## src/sv/rbcc_pkg.sv

```systemverilog
// Shared types, register codes and arithmetic helpers of the backlight color cycler.
package rbcc_pkg;

    localparam int NUM_LEDS_DEF  = 3;
    localparam int IDX_W         = 2;
    localparam int ADDR_W        = 5;

    localparam logic [8:0] HUE_CIRCLE    = 9'd360;
    localparam logic [8:0] OFFSET_RESET  = 9'd80;
    localparam logic [7:0] LEVEL_RESET   = 8'd123;
    localparam logic [8:0] PHASE_RED     = 9'd300;
    localparam logic [8:0] PHASE_GREEN   = 9'd180;
    localparam logic [8:0] PHASE_BLUE    = 9'd60;

    localparam logic [1:0] MODE_CONST   = 2'd0;
    localparam logic [1:0] MODE_SINGLE  = 2'd1;
    localparam logic [1:0] MODE_RAINBOW = 2'd2;

    localparam logic [0:0] ACT_TICK   = 1'b0;
    localparam logic [0:0] ACT_RENDER = 1'b1;

    typedef enum logic [2:0] {
        REG_MODE   = 3'd0,
        REG_WIDTH  = 3'd1,
        REG_STEP   = 3'd2,
        REG_ENABLE = 3'd3,
        REG_LED0   = 3'd4,
        REG_LED1   = 3'd5,
        REG_LED2   = 3'd6
    } reg_idx_t;

    typedef struct packed {
        logic [1:0]        mode;
        logic [8:0]        width;
        logic signed [7:0] step;
        logic              spin_en;
        logic [2:0][23:0]  led_color;
    } cfg_t;

    typedef enum logic [2:0] {
        ST_IDLE,
        ST_HUE,
        ST_DIST,
        ST_LEVEL,
        ST_SCALE
    } state_t;

    typedef struct packed {
        logic             update;
        logic             hue_en;
        logic             dist_en;
        logic             level_en;
        logic             out_load;
        logic [IDX_W-1:0] idx;
    } cmd_t;

    typedef struct packed {
        logic any_color;
        logic out_free;
    } stat_t;

    // Reduce a value below three full circles into 0..359.
    function automatic logic [8:0] hue_wrap(input logic [9:0] v);
        logic [9:0] r;
        if (v >= 10'd720) begin
            r = v - 10'd720;
        end else if (v >= 10'd360) begin
            r = v - 10'd360;
        end else begin
            r = v;
        end
        return r[8:0];
    endfunction

    // Distance of a channel from its peak, clamped to 0..60.
    function automatic logic [5:0] hue_dist(input logic [8:0] hue, input logic [8:0] phase);
        logic [9:0] x;
        logic [9:0] d;
        x = 10'(hue) + 10'(phase);
        if (x >= 10'd360) begin
            x = x - 10'd360;
        end
        if (x > 10'd120) begin
            d = (x >= 10'd240) ? 10'd0 : 10'd240 - x;
        end else begin
            d = x;
        end
        if (d > 10'd60) begin
            d = 10'd60;
        end
        return d[5:0];
    endfunction

    // 255 - ceil(153*d/40); divide by 8, then by 5 through 1639/8192.
    function automatic logic [7:0] dist_level(input logic [5:0] d);
        logic [13:0] n;
        logic [21:0] p;
        n = 14'(d) * 14'd153 + 14'd39;
        p = 22'(n[13:3]) * 22'd1639;
        return 8'd255 - p[20:13];
    endfunction

    // floor(c*lvl/255), exact for any 16-bit product.
    function automatic logic [7:0] scale255(input logic [7:0] c, input logic [7:0] lvl);
        logic [15:0] p;
        logic [15:0] s;
        p = 16'(c) * 16'(lvl);
        s = p + 16'(p[15:8]) + 16'd1;
        return s[15:8];
    endfunction

endpackage

```

## src/sv/rbcc_regs.sv

```systemverilog
// Configuration register file with the APB-style access port.
module rbcc_regs
    import rbcc_pkg::*;
(
    input  logic              aclk,
    input  logic              aresetn,
    input  logic              psel,
    input  logic              penable,
    input  logic              pwrite,
    input  logic [ADDR_W-1:0] paddr,
    input  logic [31:0]       pwdata,
    output logic [31:0]       prdata,
    output logic              pready,
    output cfg_t              cfg
);

    cfg_t       cfg_reg;
    logic       wr_en;
    logic [2:0] idx;

    assign pready = 1'b1;
    assign wr_en  = psel & penable & pwrite;
    assign idx    = paddr[4:2];
    assign cfg    = cfg_reg;

    always_ff @(posedge aclk) begin
        if (!aresetn) begin
            cfg_reg.mode      <= MODE_CONST;
            cfg_reg.width     <= 9'd270;
            cfg_reg.step      <= 8'sd10;
            cfg_reg.spin_en   <= 1'b1;
            cfg_reg.led_color <= {3{24'hFF4F00}};
        end else if (wr_en) begin
            case (idx)
                REG_MODE:   cfg_reg.mode         <= pwdata[1:0];
                REG_WIDTH:  cfg_reg.width        <= pwdata[8:0];
                REG_STEP:   cfg_reg.step         <= pwdata[7:0];
                REG_ENABLE: cfg_reg.spin_en      <= pwdata[0];
                REG_LED0:   cfg_reg.led_color[0] <= pwdata[23:0];
                REG_LED1:   cfg_reg.led_color[1] <= pwdata[23:0];
                REG_LED2:   cfg_reg.led_color[2] <= pwdata[23:0];
                default: ;
            endcase
        end
    end

    always_comb begin
        case (idx)
            REG_MODE:   prdata = 32'(cfg_reg.mode);
            REG_WIDTH:  prdata = 32'(cfg_reg.width);
            REG_STEP:   prdata = 32'(unsigned'(cfg_reg.step));
            REG_ENABLE: prdata = 32'(cfg_reg.spin_en);
            REG_LED0:   prdata = 32'(cfg_reg.led_color[0]);
            REG_LED1:   prdata = 32'(cfg_reg.led_color[1]);
            REG_LED2:   prdata = 32'(cfg_reg.led_color[2]);
            default:    prdata = 32'd0;
        endcase
    end

endmodule

```

## src/sv/rbcc_ctrl.sv

```systemverilog
// Sequencer that walks each word through hue, distance, level and scale steps per LED.
module rbcc_ctrl
    import rbcc_pkg::*;
#(
    parameter int NUM_LEDS = NUM_LEDS_DEF
) (
    input  logic  aclk,
    input  logic  aresetn,
    input  logic  s_tvalid,
    output logic  s_tready,
    input  stat_t stat,
    output cmd_t  cmd
);

    localparam logic [IDX_W-1:0] LAST_IDX = IDX_W'(NUM_LEDS - 1);

    state_t           state_reg, state_next;
    logic [IDX_W-1:0] idx_reg, idx_next;

    always_ff @(posedge aclk) begin
        if (!aresetn) begin
            state_reg <= ST_IDLE;
            idx_reg   <= '0;
        end else begin
            state_reg <= state_next;
            idx_reg   <= idx_next;
        end
    end

    always_comb begin
        state_next   = state_reg;
        idx_next     = idx_reg;
        s_tready     = 1'b0;
        cmd          = '0;
        cmd.idx      = idx_reg;
        case (state_reg)
            ST_IDLE: begin
                s_tready = 1'b1;
                if (s_tvalid) begin
                    cmd.update = 1'b1;
                    idx_next   = '0;
                    if (stat.any_color) begin
                        state_next = ST_HUE;
                    end
                end
            end
            ST_HUE: begin
                cmd.hue_en = 1'b1;
                state_next = ST_DIST;
            end
            ST_DIST: begin
                cmd.dist_en = 1'b1;
                state_next  = ST_LEVEL;
            end
            ST_LEVEL: begin
                cmd.level_en = 1'b1;
                state_next   = ST_SCALE;
            end
            ST_SCALE: begin
                if (stat.out_free) begin
                    cmd.out_load = 1'b1;
                    if (idx_reg == LAST_IDX) begin
                        state_next = ST_IDLE;
                    end else begin
                        idx_next   = idx_reg + 1'b1;
                        state_next = ST_HUE;
                    end
                end
            end
            default: state_next = ST_IDLE;
        endcase
    end

endmodule

```

## src/sv/rbcc_dp.sv

```systemverilog
// Datapath: hue offset, held level, rainbow curve, scaling and the output register.
module rbcc_dp
    import rbcc_pkg::*;
#(
    parameter int NUM_LEDS = NUM_LEDS_DEF
) (
    input  logic        aclk,
    input  logic        aresetn,
    input  cfg_t        cfg,
    input  cmd_t        cmd,
    output stat_t       stat,
    input  logic        in_action,
    input  logic [7:0]  in_level,
    output logic        m_tvalid,
    input  logic        m_tready,
    output logic [23:0] m_tdata,
    output logic [1:0]  m_tuser,
    output logic        m_tlast
);

    localparam logic [IDX_W-1:0] LAST_IDX = IDX_W'(NUM_LEDS - 1);

    logic [8:0]  offset_reg, offset_next;
    logic [7:0]  level_reg, level_next;
    logic        out_valid_reg;
    logic [8:0]  hue_reg;
    logic [5:0]  dr_reg, dg_reg, db_reg;
    logic [7:0]  cr_reg, cg_reg, cb_reg;
    logic [23:0] out_data_reg;
    logic [1:0]  out_slot_reg;
    logic        out_last_reg;

    logic [2:0]  pos;
    logic [8:0]  spread;
    logic [9:0]  tick_sum;
    logic [23:0] fixed;

    always_comb begin
        offset_next = offset_reg;
        level_next  = level_reg;
        tick_sum    = 10'(offset_reg) + 10'(HUE_CIRCLE) + {{2{cfg.step[7]}}, cfg.step};
        if (cmd.update) begin
            if (in_action == ACT_RENDER) begin
                level_next = in_level;
            end else if (cfg.spin_en) begin
                offset_next = hue_wrap(tick_sum);
            end
        end
    end

    always_comb begin
        case (cfg.mode)
            MODE_SINGLE:  pos = 3'd4;
            MODE_RAINBOW: pos = 3'd2 + {cmd.idx, 1'b0};
            default:      pos = 3'd0;
        endcase
        spread = 9'(pos) * {3'd0, cfg.width[8:3]};
        case (cmd.idx)
            2'd0:    fixed = cfg.led_color[0];
            2'd1:    fixed = cfg.led_color[1];
            2'd2:    fixed = cfg.led_color[2];
            default: fixed = '0;
        endcase
    end

    always_ff @(posedge aclk) begin
        if (!aresetn) begin
            offset_reg    <= OFFSET_RESET;
            level_reg     <= LEVEL_RESET;
            out_valid_reg <= 1'b0;
        end else begin
            offset_reg <= offset_next;
            level_reg  <= level_next;
            if (cmd.out_load) begin
                out_valid_reg <= 1'b1;
            end else if (m_tready) begin
                out_valid_reg <= 1'b0;
            end
        end
    end

    always_ff @(posedge aclk) begin
        if (cmd.hue_en) begin
            hue_reg <= hue_wrap(10'(offset_reg) + 10'(spread));
        end
        if (cmd.dist_en) begin
            dr_reg <= hue_dist(hue_reg, PHASE_RED);
            dg_reg <= hue_dist(hue_reg, PHASE_GREEN);
            db_reg <= hue_dist(hue_reg, PHASE_BLUE);
        end
        if (cmd.level_en) begin
            if (cfg.mode == MODE_CONST) begin
                cr_reg <= fixed[23:16];
                cg_reg <= fixed[15:8];
                cb_reg <= fixed[7:0];
            end else begin
                cr_reg <= dist_level(dr_reg);
                cg_reg <= dist_level(dg_reg);
                cb_reg <= dist_level(db_reg);
            end
        end
        if (cmd.out_load) begin
            out_data_reg <= {scale255(cb_reg, level_reg), scale255(cg_reg, level_reg),
                             scale255(cr_reg, level_reg)};
            out_slot_reg <= 2'(LAST_IDX - cmd.idx);
            out_last_reg <= (cmd.idx == LAST_IDX);
        end
    end

    assign stat.any_color = |cfg.led_color;
    assign stat.out_free  = !out_valid_reg || m_tready;

    assign m_tvalid = out_valid_reg;
    assign m_tdata  = out_data_reg;
    assign m_tuser  = out_slot_reg;
    assign m_tlast  = out_last_reg;

endmodule

```

## src/sv/rainbow_backlight_color_cycler.sv

```systemverilog
// Top level of the rainbow backlight color cycler.
//
//  channel  dir  handshake                fields (lowest bit up)
//  s_       in   s_tvalid/s_tready        tuser: action; tdata: level
//  m_       out  m_tvalid/m_tready        tuser: led_slot; tdata: red, green, blue;
//                                         tlast: last
//  cfg      in   psel/penable/pwrite      APB-style, register i at byte address 4*i
//
// A word is taken in the idle state, then each LED passes in turn through the hue,
// distance, level and scale registers. Reset is synchronous; no clearing pass,
// input is ready right after reset. A held result stalls only the scale step; the
// last result waits in the output register while the next word is taken. With all
// fixed colors zero a word yields no result and the sequencer stays idle.
module rainbow_backlight_color_cycler
    import rbcc_pkg::*;
#(
    parameter int NUM_LEDS = NUM_LEDS_DEF
) (
    input  logic              aclk,
    input  logic              aresetn,
    input  logic              s_tvalid,
    output logic              s_tready,
    input  logic [7:0]        s_tdata,   // level
    input  logic              s_tuser,   // action
    output logic              m_tvalid,
    input  logic              m_tready,
    output logic [23:0]       m_tdata,   // red, green, blue
    output logic [1:0]        m_tuser,   // led_slot
    output logic              m_tlast,
    input  logic              psel,
    input  logic              penable,
    input  logic              pwrite,
    input  logic [ADDR_W-1:0] paddr,
    input  logic [31:0]       pwdata,
    output logic [31:0]       prdata,
    output logic              pready
);

    cfg_t  cfg;
    cmd_t  cmd;
    stat_t stat;

    rbcc_regs u_regs (
        .aclk    (aclk),
        .aresetn (aresetn),
        .psel    (psel),
        .penable (penable),
        .pwrite  (pwrite),
        .paddr   (paddr),
        .pwdata  (pwdata),
        .prdata  (prdata),
        .pready  (pready),
        .cfg     (cfg)
    );

    rbcc_ctrl #(.NUM_LEDS(NUM_LEDS)) u_ctrl (
        .aclk     (aclk),
        .aresetn  (aresetn),
        .s_tvalid (s_tvalid),
        .s_tready (s_tready),
        .stat     (stat),
        .cmd      (cmd)
    );

    rbcc_dp #(.NUM_LEDS(NUM_LEDS)) u_dp (
        .aclk      (aclk),
        .aresetn   (aresetn),
        .cfg       (cfg),
        .cmd       (cmd),
        .stat      (stat),
        .in_action (s_tuser),
        .in_level  (s_tdata),
        .m_tvalid  (m_tvalid),
        .m_tready  (m_tready),
        .m_tdata   (m_tdata),
        .m_tuser   (m_tuser),
        .m_tlast   (m_tlast)
    );

    a_reset_clears_out: assert property (@(posedge aclk) !aresetn |=> !m_tvalid)
        else $error("output valid after reset");

    a_busy_after_accept: assert property (@(posedge aclk) disable iff (!aresetn)
        (s_tvalid && s_tready && cfg.led_color != '0) |=> !s_tready)
        else $error("input ready during rendering");

    a_last_slot_zero: assert property (@(posedge aclk) disable iff (!aresetn)
        (m_tvalid && m_tlast) |-> (m_tuser == 2'd0))
        else $error("last word not on slot zero");

    a_slot_range: assert property (@(posedge aclk) disable iff (!aresetn)
        m_tvalid |-> (32'(m_tuser) < 32'(NUM_LEDS)))
        else $error("slot beyond LED count");

endmodule

```

## config.mk

```make
export PLATFORM = sky130hd
export DESIGN_NAME = rainbow_backlight_color_cycler
export DESIGN_NICKNAME = d
export VERILOG_FILES = /design/src/sv/rbcc_pkg.sv /design/src/sv/rbcc_regs.sv /design/src/sv/rbcc_ctrl.sv /design/src/sv/rbcc_dp.sv /design/src/sv/rainbow_backlight_color_cycler.sv
export SDC_FILE = /design/constraint.sdc
export NUM_CORES = 1
export LEC_CHECK = 0
export BUFFER_PORTS_ARGS = -buffer_cell sky130_fd_sc_hd__buf_2
export CAP_MARGIN = 20
export CELL_PAD_IN_SITES_DETAIL_PLACEMENT = 1
export CELL_PAD_IN_SITES_GLOBAL_PLACEMENT = 1
export CORE_AREA = 2 2 252 254
export CTS_CLUSTER_SIZE = 8
export DETAILED_ROUTE_END_ITERATION = 10
export DIE_AREA = 0 0 254 256
export PLACE_DENSITY_LB_ADDON = 0.1
export SKIP_LAST_GASP = 1
export SYNTH_ARGS = -nofsm -noshare
export SYNTH_HDL_FRONTEND = slang
export SYNTH_SLANG_ARGS = --single-unit
```

## constraint.sdc

```tcl
create_clock -name aclk -period 22 [get_ports aclk]
set_input_delay 1.1 -clock aclk [delete_from_list [all_inputs] [get_ports aclk]]
set_output_delay 1.1 -clock aclk [all_outputs]
set_load 0.05 [all_outputs]
```

== Word-level counts from Yosys, hierarchy flattened ==
Cells that the tools add are included.
Cells by class
  divide/modulo/power cells: 0
  bitwise gates (word level): 3
  reduce and logical (&&, ||, !) cells: 20
  multiply operators: 10
  mux-type cells: 44
  equal/unequal tests: 18
  shift-type cells: 0
  add/subtract/negate cells: 31
  order comparisons: 16
Operators by type and width (number)
  $pmux W24 S7: 1
  $mux W10: 15
  $pmux W24 S3: 1
  $reduce_or A72 Y1: 1
  $mul A11 B11 Y21 const B: 3
  $ge A10 B9 Y1 const B: 5
  $add A16 B1 Y16 const B: 3
  $add A16 B8 Y16: 3
  $mul A8 B8 Y16: 3
  $add A14 B6 Y14 const B: 3
  $mul A6 B8 Y14 const B: 3
  $mux W9: 4
  $ge A10 B8 Y1 const B: 3
  $gt A10 B6 Y1 const B: 3
  $gt A10 B7 Y1 const B: 3
  $sub A10 B9 Y10 const B: 3
  $sub A8 B10 Y10 const A: 3
  $mux W8: 3
  $sub A8 B8 Y8 const A: 3
  $add A9 B9 Y10 const B: 2
  $ge A10 B10 Y1 const B: 2
  $sub A9 B8 Y9 const B: 2
  $sub A9 B9 Y9 const B: 2
  $reduce_and A2 Y1: 8
  29 further kinds: 60
Storage, ports and cells
  ROM bits: 0
  memories kept: 0
  input bits: 53
  register bits after elaboration: 193
  logic and storage cells: 164
  RAM bits: 0
  bits in latches: 0
  output and inout port bits: 62

== Logic depth before layout (Yosys ltp) ==
Gate-level depths: netlist of the first run.
  depth in word-level cells: 9
  depth in mapped cells: 35
  gate-level depth less buffers: 35

== Hierarchy ==
Synthesis of the first run repeated with hierarchy kept, for this count alone.
Unflattened totals
  cells, all modules: 3131
  area total of the unflattened synthesis: 28088.2 sq um
Modules (own cells, without submodules)
  rbcc_dp: cells each 2627, area each 23377.4 sq um, times used 1, sequential area each 2702.6 sq um
  rbcc_regs: cells each 468, area each 4420.5 sq um, times used 1, sequential area each 1841.8 sq um
  rbcc_ctrl: cells each 36, area each 290.3 sq um, times used 1, sequential area each 100.1 sq um

== Worst setup path after synthesis of the first run ==
No wires, ideal clock.
  path kind: register to register
  start point: reg u_dp.db_reg[1]
  end point: reg u_dp.cb_reg[6], data pin
  setup slack: 13.971 ns
  period minus slack after synthesis: 8.029 ns
  data required time: 21.729 ns
  path buffers: 0
  setup time: 0.271 ns
  arrival time: 7.758 ns
  stages on the path, launching flop included: 32
  cell sequence: edfxtp_1 -> ha_1 -> inv_1 -> ha_1 -> fa_1 -> ha_1 -> ha_1 -> a21oi_1 -> o21bai_1 -> a21oi_1 -> o21bai_1 -> a21oi_1 -> nor2b_1 -> nor2_1 -> o21bai_1 -> xor2_1 -> ha_1 -> fa_1 -> fa_1 -> inv_1 -> fa_1 -> inv_1 -> ha_1 -> and4_1 -> a21oi_1 -> a31oi_1 -> or2_2 -> a31oi_1 -> a21oi_1 -> a311oi_1 -> xnor2_1 -> o22ai_1
Between the ends
  longest elaborated chain between the ends: 5
RTL lines
  from (decl): RTL line rbcc_dp.sv:27  | logic [5:0] dr_reg, dg_reg, db_reg;
  from (signal assigned): RTL line rbcc_dp.sv:89  | db_reg <= hue_dist(hue_reg, PHASE_BLUE);
  $mul A6 B8 Y14: RTL line rbcc_pkg.sv:98  | n = 14'(d) * 14'd153 + 14'd39;
  $add A14 B6 Y14: RTL line rbcc_pkg.sv:98
  $mul A11 B11 Y21: RTL line rbcc_pkg.sv:99  | p = 22'(n[13:3]) * 22'd1639;
  $sub A8 B8 Y8: RTL line rbcc_pkg.sv:100  | return 8'd255 - p[20:13];
  $mux W8: RTL line rbcc_dp.sv:92  | if (cfg.mode == MODE_CONST) begin
  to (signal assigned): RTL line rbcc_dp.sv:95  | cb_reg <= fixed[7:0];
  to (signal assigned): RTL line rbcc_dp.sv:99  | cb_reg <= dist_level(db_reg);
  to (decl): RTL line rbcc_dp.sv:28  | logic [7:0] cr_reg, cg_reg, cb_reg;
No other way between the ends.
A chain may end at the register's enable or synchronous reset.

== Final worst setup path of the first run ==
  start point: reg u_dp.dg_reg[2]
  end point: reg u_dp.cg_reg[7], data pin
Between the ends
  longest elaborated chain between the ends: 5
RTL lines
  from (decl): RTL line rbcc_dp.sv:27
  from (signal assigned): RTL line rbcc_dp.sv:88  | dg_reg <= hue_dist(hue_reg, PHASE_GREEN);
  $mul A6 B8 Y14: RTL line rbcc_pkg.sv:98
  $add A14 B6 Y14: RTL line rbcc_pkg.sv:98
  $mul A11 B11 Y21: RTL line rbcc_pkg.sv:99
  $sub A8 B8 Y8: RTL line rbcc_pkg.sv:100
  $mux W8: RTL line rbcc_dp.sv:92
  to (signal assigned): RTL line rbcc_dp.sv:94  | cg_reg <= fixed[15:8];
  to (signal assigned): RTL line rbcc_dp.sv:98  | cg_reg <= dist_level(dg_reg);
  to (decl): RTL line rbcc_dp.sv:28
No other way between the ends.

==> results of run 1 <==
[critical path, delay by kind of cell, from the launching register on]
| kind | cells | cell delay, ns |
|---|---|---|
| simple gates | 3 | 0.49 |
| compound gates | 12 | 3.12 |
| xor+xnor | 2 | 0.45 |
| flops | 1 | 0.53 |
| buf+inv | 7 | 0.44 |
| fa+ha+maj | 10 | 3.98 |
[cell type report]
cell class	count	share of cell area, %
inverters	499	6.33
well taps	846	3.58
repair buffers	115	2.28
multi-input cells	2357	70.1
clock buffers	18	1.45
clock inverters	14	0.588
flip-flops and latches	193	15.7
[metrics by stage]
stage	std cells	hold slack, ns	worst slack [ns]	utilization [%]	cell area [µm²]
5_1_grt	4042	0.511	12.17	47.4	29600
3_5_place_dp	4007	0.464	12.68	46.3	28900
2_1_floorplan	3157	0.434	13.97	-	27700
3_3_place_gp	4007	0.450	12.96	46.3	28900
4_1_cts	4039	0.484	12.64	47.3	29500
6_report	4042	0.482	12.76	47.4	29600
[final timing paths]
| path | startpoint | to | depth (start not counted) |
|---|---|---|---|
| hold / removal | u_dp.offset_reg[5] | u_dp.offset_reg[5] | 2 |
| setup / recovery | u_dp.dg_reg[2] | u_dp.cg_reg[7] | 34 |
| hold reg to reg | u_dp.offset_reg[5] | u_dp.offset_reg[5] | 2 |
| setup reg to reg | u_dp.dg_reg[2] | u_dp.cg_reg[7] | 34 |
[per-layer routing]
metal | routed length, µm | global-route usage (%)
met4 | 1530 | 6.72
met5 | 0 | 0
met1 | 33100 | 28.9
met3 | 1720 | 2.50
met2 | 37600 | 41.7
[kinds of logic after synthesis]
kind of cell,after synthesis,share of synthesized area [%]
simple gates,888,15.7
fa+ha+maj,703,37.7
buf+inv,607,8.63
compound gates,493,12.3
xor+xnor,212,6.90
flops,193,16.8
mux,52,1.95
other cells,2,0.0271
[cells in the mapped netlist (70+ instances only)]
library cell	count	share of area (%)
fa_1	220	16
ha_1	483	22
inv_1	497	6.7
and2_1	143	3.2
clkbuf_1	75	1.0
xnor2_1	137	4.3
nand2_1	384	5.2
edfxtp_1	78	8.5
nand3_1	82	1.5
nor2_1	98	1.3
a21oi_1	108	2.0
dfxtp_1	115	8.3
o21ai_0	82	1.5
xor2_1	70	2.2
==> run_results.csv, run 1 <==
group,metric,value,unit
yosys,yosysSeqAreaShare,16.8,%
cts,clk_pin_slew,0.08,ns
yosys,synthFlopType,"dfxtp_1",
run_status,status,"finished clean",
sta,tns,0,ns
yosys,async_flop_share,0,%
sta,hold_violations,0,
sta,max_freq,108,MHz
cts,clk_path_buf_depth,2,
cells_and_area,largest_register_ffs,92,
sta,setup_viol,0,
cells_and_area,n_fill_cell,7427,
worst_hold_path,hp-class,"register to register",
yosys,yosysWarningCount,0,
sta,fin_crit_sh,42.0,%
sta,clock_skew,0.0142,ns
worst_setup_path,reg2reg_slack,12.76,ns
place,gp_congestion,0.849,
drt,first_pass_iters,8,
worst_setup_path,critPathArrivalTime,9.49,ns
cts,clock_sinks,193,
cells_and_area,diodes,0,
cts,cts_tree,"yes",
yosys,netlist-cell-type-count,100,
cells_and_area,multi_input_area,0.0207,mm²
cts,numCtsBuffers,17,
global_route,grt_pass1_wl,122000,µm
cts,cts_setup_buffers,0,
cells_and_area,drive_gt1_share,6.26,%
global_route,grt_usage,23.1,%
die,placementRows,92,
die,fp.dieW,254,µm
place,place_hpwl,59700,µm
sta,worstMarginPinSlew,1.19,ns
global_route,grt.overflow.total,0,
drt,totalWireLength,74000,µm
yosys,syn-cell-area,0.0277,mm²
yosys,ys_ff_latch,193,
sta,maxSlewViolCount,0,
cts,root_buffer,"clkbuf_16",
flow_run,max_cap_violations,0,
cells_and_area,final_cell_mix,"inv_1, ha_1, nand2_1",
cts,cts_resized,0,
global_route,grt_pass1_vias,23807,
die,coreArea,0.0624,mm²
drt,drc,0,
cts,htree_levels,4,
worst_setup_path,required,22.25,ns
drt,dr_total_vias,21927,
die,die_h,256,µm
worst_setup_path,path_class,"register to register",
worst_setup_path,cp_slowest_cell,"fa_1",
sta,relSlewSlack,20.4,%
drt,wl_per_cell,18.3,µm
die,dieArea,0.0650,mm²
yosys,synth_enable_flop_cells,78,
die,io_pins,115,
cells_and_area,area_growth,6.72,%
cells_and_area,final_common_cell,"inv_1",
cts,clock_latency,0.50,ns
worst_setup_path,cpMostUsedCell,"inv_1",
worst_setup_path,crit_path_end_kind,"register",
worst_setup_path,slowest_delay,0.54,ns
place,io_buffers,95,
worst_setup_path,cp_max_fo,5,
yosys,syn_avg_cell_area,8.80,µm²
die,initial_core_util,44.4,%
cells_and_area,layout.nets,3939,
drt,dr.first_iter.drc_count,1087,
global_route,antenna_found_initial,0,
drt,drt.antenna.violating_nets,0,
worst_setup_path,cp-start-kind,"register",
sta,layout_min_cycle_time,9.24,ns
drt,viasPerCell,5.42,
yosys,syn_inst,3150,
global_route,grt_start_max_net_pins,117,
cells_and_area,register_area,0.00464,mm²
sta,rsz0062_at_grt,"false",
cts,hold_buffers,0,
Power of run 1 is left out: the tool's default activity adds up to more than one toggle a clock period on the data nets, which glitch-free logic cannot reach.
==> inputs of run 2 (changes only) <==
==> constraint.sdc (replaced) <==
create_clock -name aclk -period 9.4 [get_ports aclk]
set_input_delay 0.47 -clock aclk [delete_from_list [all_inputs] [get_ports aclk]]
set_output_delay 0.47 -clock aclk [all_outputs]
set_load 0.05 [all_outputs]
==> run 2 against run 1 <==
Net effect:
- design area barely moved
- core utilization about the same
- wire length grew 1.5%
- critical path depth down 3
- hold slack worse by 0.30 ns
- clock skew is 0.0017 ns higher
- die area stayed put
- non-clock buffer count up 6
- largest cell class unchanged
- worst setup slack lost 12 ns
==> run_results.csv, run 2 (synthesized netlist as in run 1, its figures left out) <==
group,metric,value,unit
die,fp.dieW,254,µm
die,io_pins,115,
worst_setup_path,required,9.64,ns
worst_hold_path,hp-class,"primary input to register",
cts,clk_pin_slew,0.09,ns
die,placementRows,92,
flow_run,max_cap_violations,0,
worst_setup_path,cpMostUsedCell,"ha_1",
die,die_h,256,µm
cells_and_area,layout.nets,3945,
global_route,grt_usage,23.7,%
cts,numCtsBuffers,17,
cts,root_buffer,"clkbuf_16",
sta,fin_crit_sh,93.0,%
cells_and_area,multi_input_area,0.0207,mm²
place,place_hpwl,60800,µm
drt,dr.first_iter.drc_count,959,
cts,clk_path_buf_depth,2,
run_status,status,"finished clean",
place,gp_congestion,0.847,
global_route,grt_start_max_net_pins,108,
die,coreArea,0.0624,mm²
drt,totalWireLength,75100,µm
worst_setup_path,reg2reg_depth,31,
cells_and_area,register_area,0.00464,mm²
worst_hold_path,whs_path_depth,3,
drt,dr_total_vias,21920,
worst_setup_path,cp_slowest_cell,"xor2_1",
die,initial_core_util,44.4,%
drt,viasPerCell,5.42,
worst_setup_path,timing.rr.end,"u_dp.cr_reg[7]",
global_route,grt.overflow.total,0,
global_route,grt_pass1_vias,23921,
worst_hold_path,hold_start,"s_tdata[0]",
cells_and_area,n_fill_cell,7454,
cts,cts_tree,"yes",
die,dieArea,0.0650,mm²
worst_setup_path,r2r-start,"u_dp.dr_reg[1]",
worst_setup_path,crit_path_end_kind,"register",
sta,max_freq,114,MHz
cells_and_area,diodes,0,
place,dp_cells,4013,
cts,cts_setup_buffers,0,
sta,fin_hold_ws,0.177,ns
worst_setup_path,critPathArrivalTime,8.99,ns
drt,drc,0,
cells_and_area,largest_register_ffs,92,
cells_and_area,layoutNonFillerInstCount,4048,
worst_hold_path,hold_path_end,"u_dp.level_reg[0]",
sta,worstMarginPinSlew,1.15,ns
sta,maxSlewViolCount,0,
drt,drt.antenna.violating_nets,0,
worst_setup_path,cp_max_fo,5,
cells_and_area,final_common_cell,"inv_1",
place,io_buffers,95,
global_route,grt_pass1_wl,124000,µm
drt,first_pass_iters,5,
worst_setup_path,cp-start-kind,"register",
cts,hold_buffers,0,
worst_setup_path,path_class,"register to register",
sta,relSlewSlack,23.2,%
cells_and_area,drive_gt1_share,6.50,%
cts,htree_levels,4,
sta,clock_skew,0.0159,ns
sta,layout_min_cycle_time,8.74,ns
cells_and_area,final_cell_mix,"inv_1, ha_1, nand2_1",
cts,clock_sinks,193,
cts,clock_latency,0.50,ns
worst_setup_path,reg2reg_slack,0.66,ns
sta,tns,0,ns
worst_setup_path,slowest_delay,0.56,ns
drt,wl_per_cell,18.5,µm
global_route,antenna_found_initial,0,
cells_and_area,area_growth,6.77,%
sta,hold_violations,0,
sta,setup_viol,0,
sta,rsz0062_at_grt,"false",
==> run 2: layer usage <==
| metal | global-route usage, % | vias up | routed length (µm) |
|---|---|---|---|
| met4 | 4.72 | 0 | 847 |
| met2 | 43.3 | 293 | 38800 |
| li1 | - | 10614 | - |
| met1 | 29.8 | 10964 | 33300 |
| met5 | 0 | - | 0 |
| met3 | 2.61 | 49 | 2180 |
==> run 2: worst max path at each step <==
| stage | depth (start not counted) | slack, ns | to | start |
|---|---|---|---|---|
| after detailed placement | 34 | 0.46 | u_dp.cg_reg[7] | u_dp.dg_reg[2] |
| after floorplan | 31 | 1.37 | u_dp.cb_reg[6] | u_dp.db_reg[1] |
| final | 31 | 0.66 | u_dp.cr_reg[7] | u_dp.dr_reg[1] |
| after global placement | 34 | 0.67 | u_dp.cg_reg[7] | u_dp.dg_reg[2] |
| after CTS | 34 | 0.42 | u_dp.cg_reg[7] | u_dp.dg_reg[2] |
| after global routing | 32 | 0.009 | u_dp.cr_reg[7] | u_dp.dr_reg[2] |
==> run 2: stage by stage <==
stage	cell area (µm²)	util [%]	setup slack (ns)
finish	29600	47.4	0.655
global route	29600	47.4	0.00902
CTS	29500	47.3	0.418
detailed placement	28900	46.4	0.461
global placement	28900	46.4	0.674
floorplan	27700	-	1.37
==> run 2: what timing repair did <==
item | 4_1_cts | 5_1_grt
resized for setup | 0 | 1
endpoints found under the hold margin | 0 | 0
setup endpoints to repair | 0 | 4
==> run 2: area by class of cell <==
type                            instances  area share [%]
Multi-Input combinational cell       2357            70.0
Timing Repair Buffer                  121            2.40
Sequential cell                       193            15.7
Clock inverter                         14           0.495
Tap cell                              846            3.58
Clock buffer                           18            1.45
Inverter                              499            6.33
==> run 2: critical path, delay by kind of cell (launching register included) <==
family	cells	cell delay, ns
adders and majority gates	10	4.03
DFF	1	0.50
and+or+nand+nor	3	0.32
buffers and inverters	3	0.16
xor gates and xnor gates	2	0.64
AOI/OAI and AO/OA	13	2.85
Power of run 2 is left out for the same reason.
==> inputs of run 3 (changes only) <==
--- a/config.mk
+++ b/config.mk
@@ -9,12 +9,13 @@
 export CAP_MARGIN = 20
 export CELL_PAD_IN_SITES_DETAIL_PLACEMENT = 1
 export CELL_PAD_IN_SITES_GLOBAL_PLACEMENT = 1
-export CORE_AREA = 2 2 252 254
+export CORE_AREA = 2 2 253 255
 export CTS_CLUSTER_SIZE = 8
 export DETAILED_ROUTE_END_ITERATION = 10
-export DIE_AREA = 0 0 254 256
+export DIE_AREA = 0 0 255 257
 export PLACE_DENSITY_LB_ADDON = 0.1
 export SKIP_LAST_GASP = 1
 export SYNTH_ARGS = -nofsm -noshare
 export SYNTH_HDL_FRONTEND = slang
+export SYNTH_HIERARCHICAL = 1
 export SYNTH_SLANG_ARGS = --single-unit
==> run 3 against run 2 <==
Net effect:
- flip-flop and latch count unchanged
- clock skew up 0.0029 ns
- synthesized area up 1.4%
- worst setup slack better by 0.20 ns
- non-clock buffer count down 10
- first-iteration DRC count up 6.6%
- hold slack better by 0.0056 ns
- maximum frequency up 2.4%
- via count up 1.1%
- die area up 0.79%
- design area up 1.0%
- critical path depth down 2
- critical path type unchanged
- critical endpoint is now u_dp/cb_reg[7]
==> run_results.csv, run 3 <==
group,metric,value,unit
run_status,status,"finished clean",
die,coreArea,0.0627,mm²
sta,maxSlewViolCount,0,
worst_setup_path,cp_slowest_cell,"fa_1",
yosys,yosysSeqAreaShare,16.5,%
cells_and_area,final_cell_mix,"inv_1, ha_1, nand2_1",
yosys,synth_area_leader_cell,"ha_1",
place,io_buffers,95,
yosys,async_flop_share,0,%
cts,cts_resized,0,
worst_setup_path,cpMostUsedCell,"ha_1",
cts,clock_sinks,193,
drt,wl_per_cell,18.8,µm
global_route,grt_start_max_net_pins,85,
cells_and_area,drive_gt1_share,6.29,%
global_route,grt_pass1_wl,125000,µm
global_route,antenna_found_initial,0,
worst_setup_path,critPathArrivalTime,8.90,ns
yosys,syn_inst,3131,
worst_setup_path,cp-start-kind,"register",
yosys,yosysWarningCount,6,
yosys,synthFlopType,"dfxtp_1",
drt,dr_total_vias,22158,
worst_setup_path,path_buf_inv,3,
die,die_h,257,µm
yosys,synth_enable_flop_cells,78,
yosys,synth.most_common_cell,"inv_1",
cts,cts_tree,"yes",
drt,totalWireLength,75400,µm
cts,clk_pin_slew,0.08,ns
worst_setup_path,crit_path_end_kind,"register",
sta,relSlewSlack,25.9,%
sta,hold_violations,0,
cts,root_buffer,"clkbuf_16",
global_route,grt_usage,23.7,%
cts,clock_latency,0.50,ns
die,initial_core_util,44.8,%
cts,numCtsBuffers,17,
yosys,syn_avg_cell_area,8.97,µm²
place,place_hpwl,60800,µm
sta,worstMarginPinSlew,1.11,ns
worst_setup_path,slowest_delay,0.56,ns
drt,drt.antenna.violating_nets,0,
drt,drc,0,
die,fp.dieW,255,µm
yosys,synth_common_cells,"inv_1, ha_1, nand2_1",
cells_and_area,layout.nets,3912,
die,io_pins,115,
yosys,synth_area_leaders,"ha_1, fa_1, edfxtp_1",
sta,max_freq,117,MHz
drt,viasPerCell,5.52,
cells_and_area,area_growth,6.39,%
yosys,yosysTopAreaCellShare,21.6,%
sta,tns,0,ns
worst_setup_path,path_class,"register to register",
worst_setup_path,critical_path.top_delay_family,"adder cells",
drt,first_pass_iters,6,
cells_and_area,final_common_cell,"inv_1",
yosys,syn-cell-area,0.0281,mm²
worst_setup_path,cp_max_fo,6,
die,dieArea,0.0655,mm²
worst_setup_path,required,9.76,ns
cells_and_area,largest_register_ffs,92,
cts,hold_buffers,0,
cts,htree_levels,4,
sta,fin_crit_sh,90.9,%
sta,setup_viol,0,
place,gp_congestion,0.857,
global_route,grt_pass1_vias,24253,
flow_run,max_cap_violations,0,
yosys,ys_ff_latch,193,
sta,clock_skew,0.0188,ns
sta,layout_min_cycle_time,8.54,ns
worst_hold_path,hp-class,"primary input to register",
yosys,netlist-cell-type-count,97,
drt,dr.first_iter.drc_count,1022,
global_route,grt.overflow.total,0,
sta,rsz0062_at_grt,"false",
cts,clk_path_buf_depth,2,
cts,cts_setup_buffers,0,
die,placementRows,92,
## run 3: kinds of logic after synthesis
family / after synthesis / synth area share [%]
and+or+nand+nor: 745 / 13.6
adders and majority gates: 706 / 37.3
buffers and inverters: 640 / 8.97
AOI/OAI and AO/OA: 558 / 13.9
xor gates and xnor gates: 193 / 6.07
DFF: 193 / 16.5
muxes: 94 / 3.51
other: 2 / 0.0267
## run 3: final timing paths
check | from | to | slack, ns | cells after the start
worst max-delay path | u_dp/db_reg[1] | u_dp/cb_reg[7] | 0.86 | 29
worst min register to register | u_regs/cfg[81] | u_regs/cfg[81] | 0.48 | 2
worst min-delay path | s_tdata[1] | u_dp/level_reg[1] | 0.18 | 3
worst max register to register | u_dp/db_reg[1] | u_dp/cb_reg[7] | 0.86 | 29
## run 3: layout make-up
type / count / area [µm²]
Timing Repair Buffer: 111 / 611
Antenna cell: 1 / 2.50
Tap cell: 846 / 1060
Clock inverter: 13 / 160
Clock buffer: 19 / 464
Inverter: 525 / 1970
Fill cell: 7314 / 32900
Sequential cell: 193 / 4640
Multi-Input combinational cell: 2305 / 21000
## run 3: worst min-delay path: stages
cell and delay (ns):
buf_2 0.08, nand2_1 0.04, nand3_1 0.06
## run 3: per-stage QoR
stage	setup WS [ns]	utilization [%]	hold slack [ns]	instances	area [µm²]
3_5_place_dp	0.826	46.6	0.464	3979	29200
3_3_place_gp	1.02	46.6	0.449	3979	29200
6_report	0.857	47.6	0.183	4013	29900
5_1_grt	0.173	47.6	0.177	4012	29900
4_1_cts	0.742	47.6	0.144	4011	29900
2_1_floorplan	1.60	-	0.435	3138	28100
## run 3: metal layers
layer	GRT usage [%]	share of wire [%]
met1	30.1	45
met2	43.1	52
met3	2.41	2.2
met4	5.20	1.3
met5	0	0
Power of run 3 is left out for the same reason.
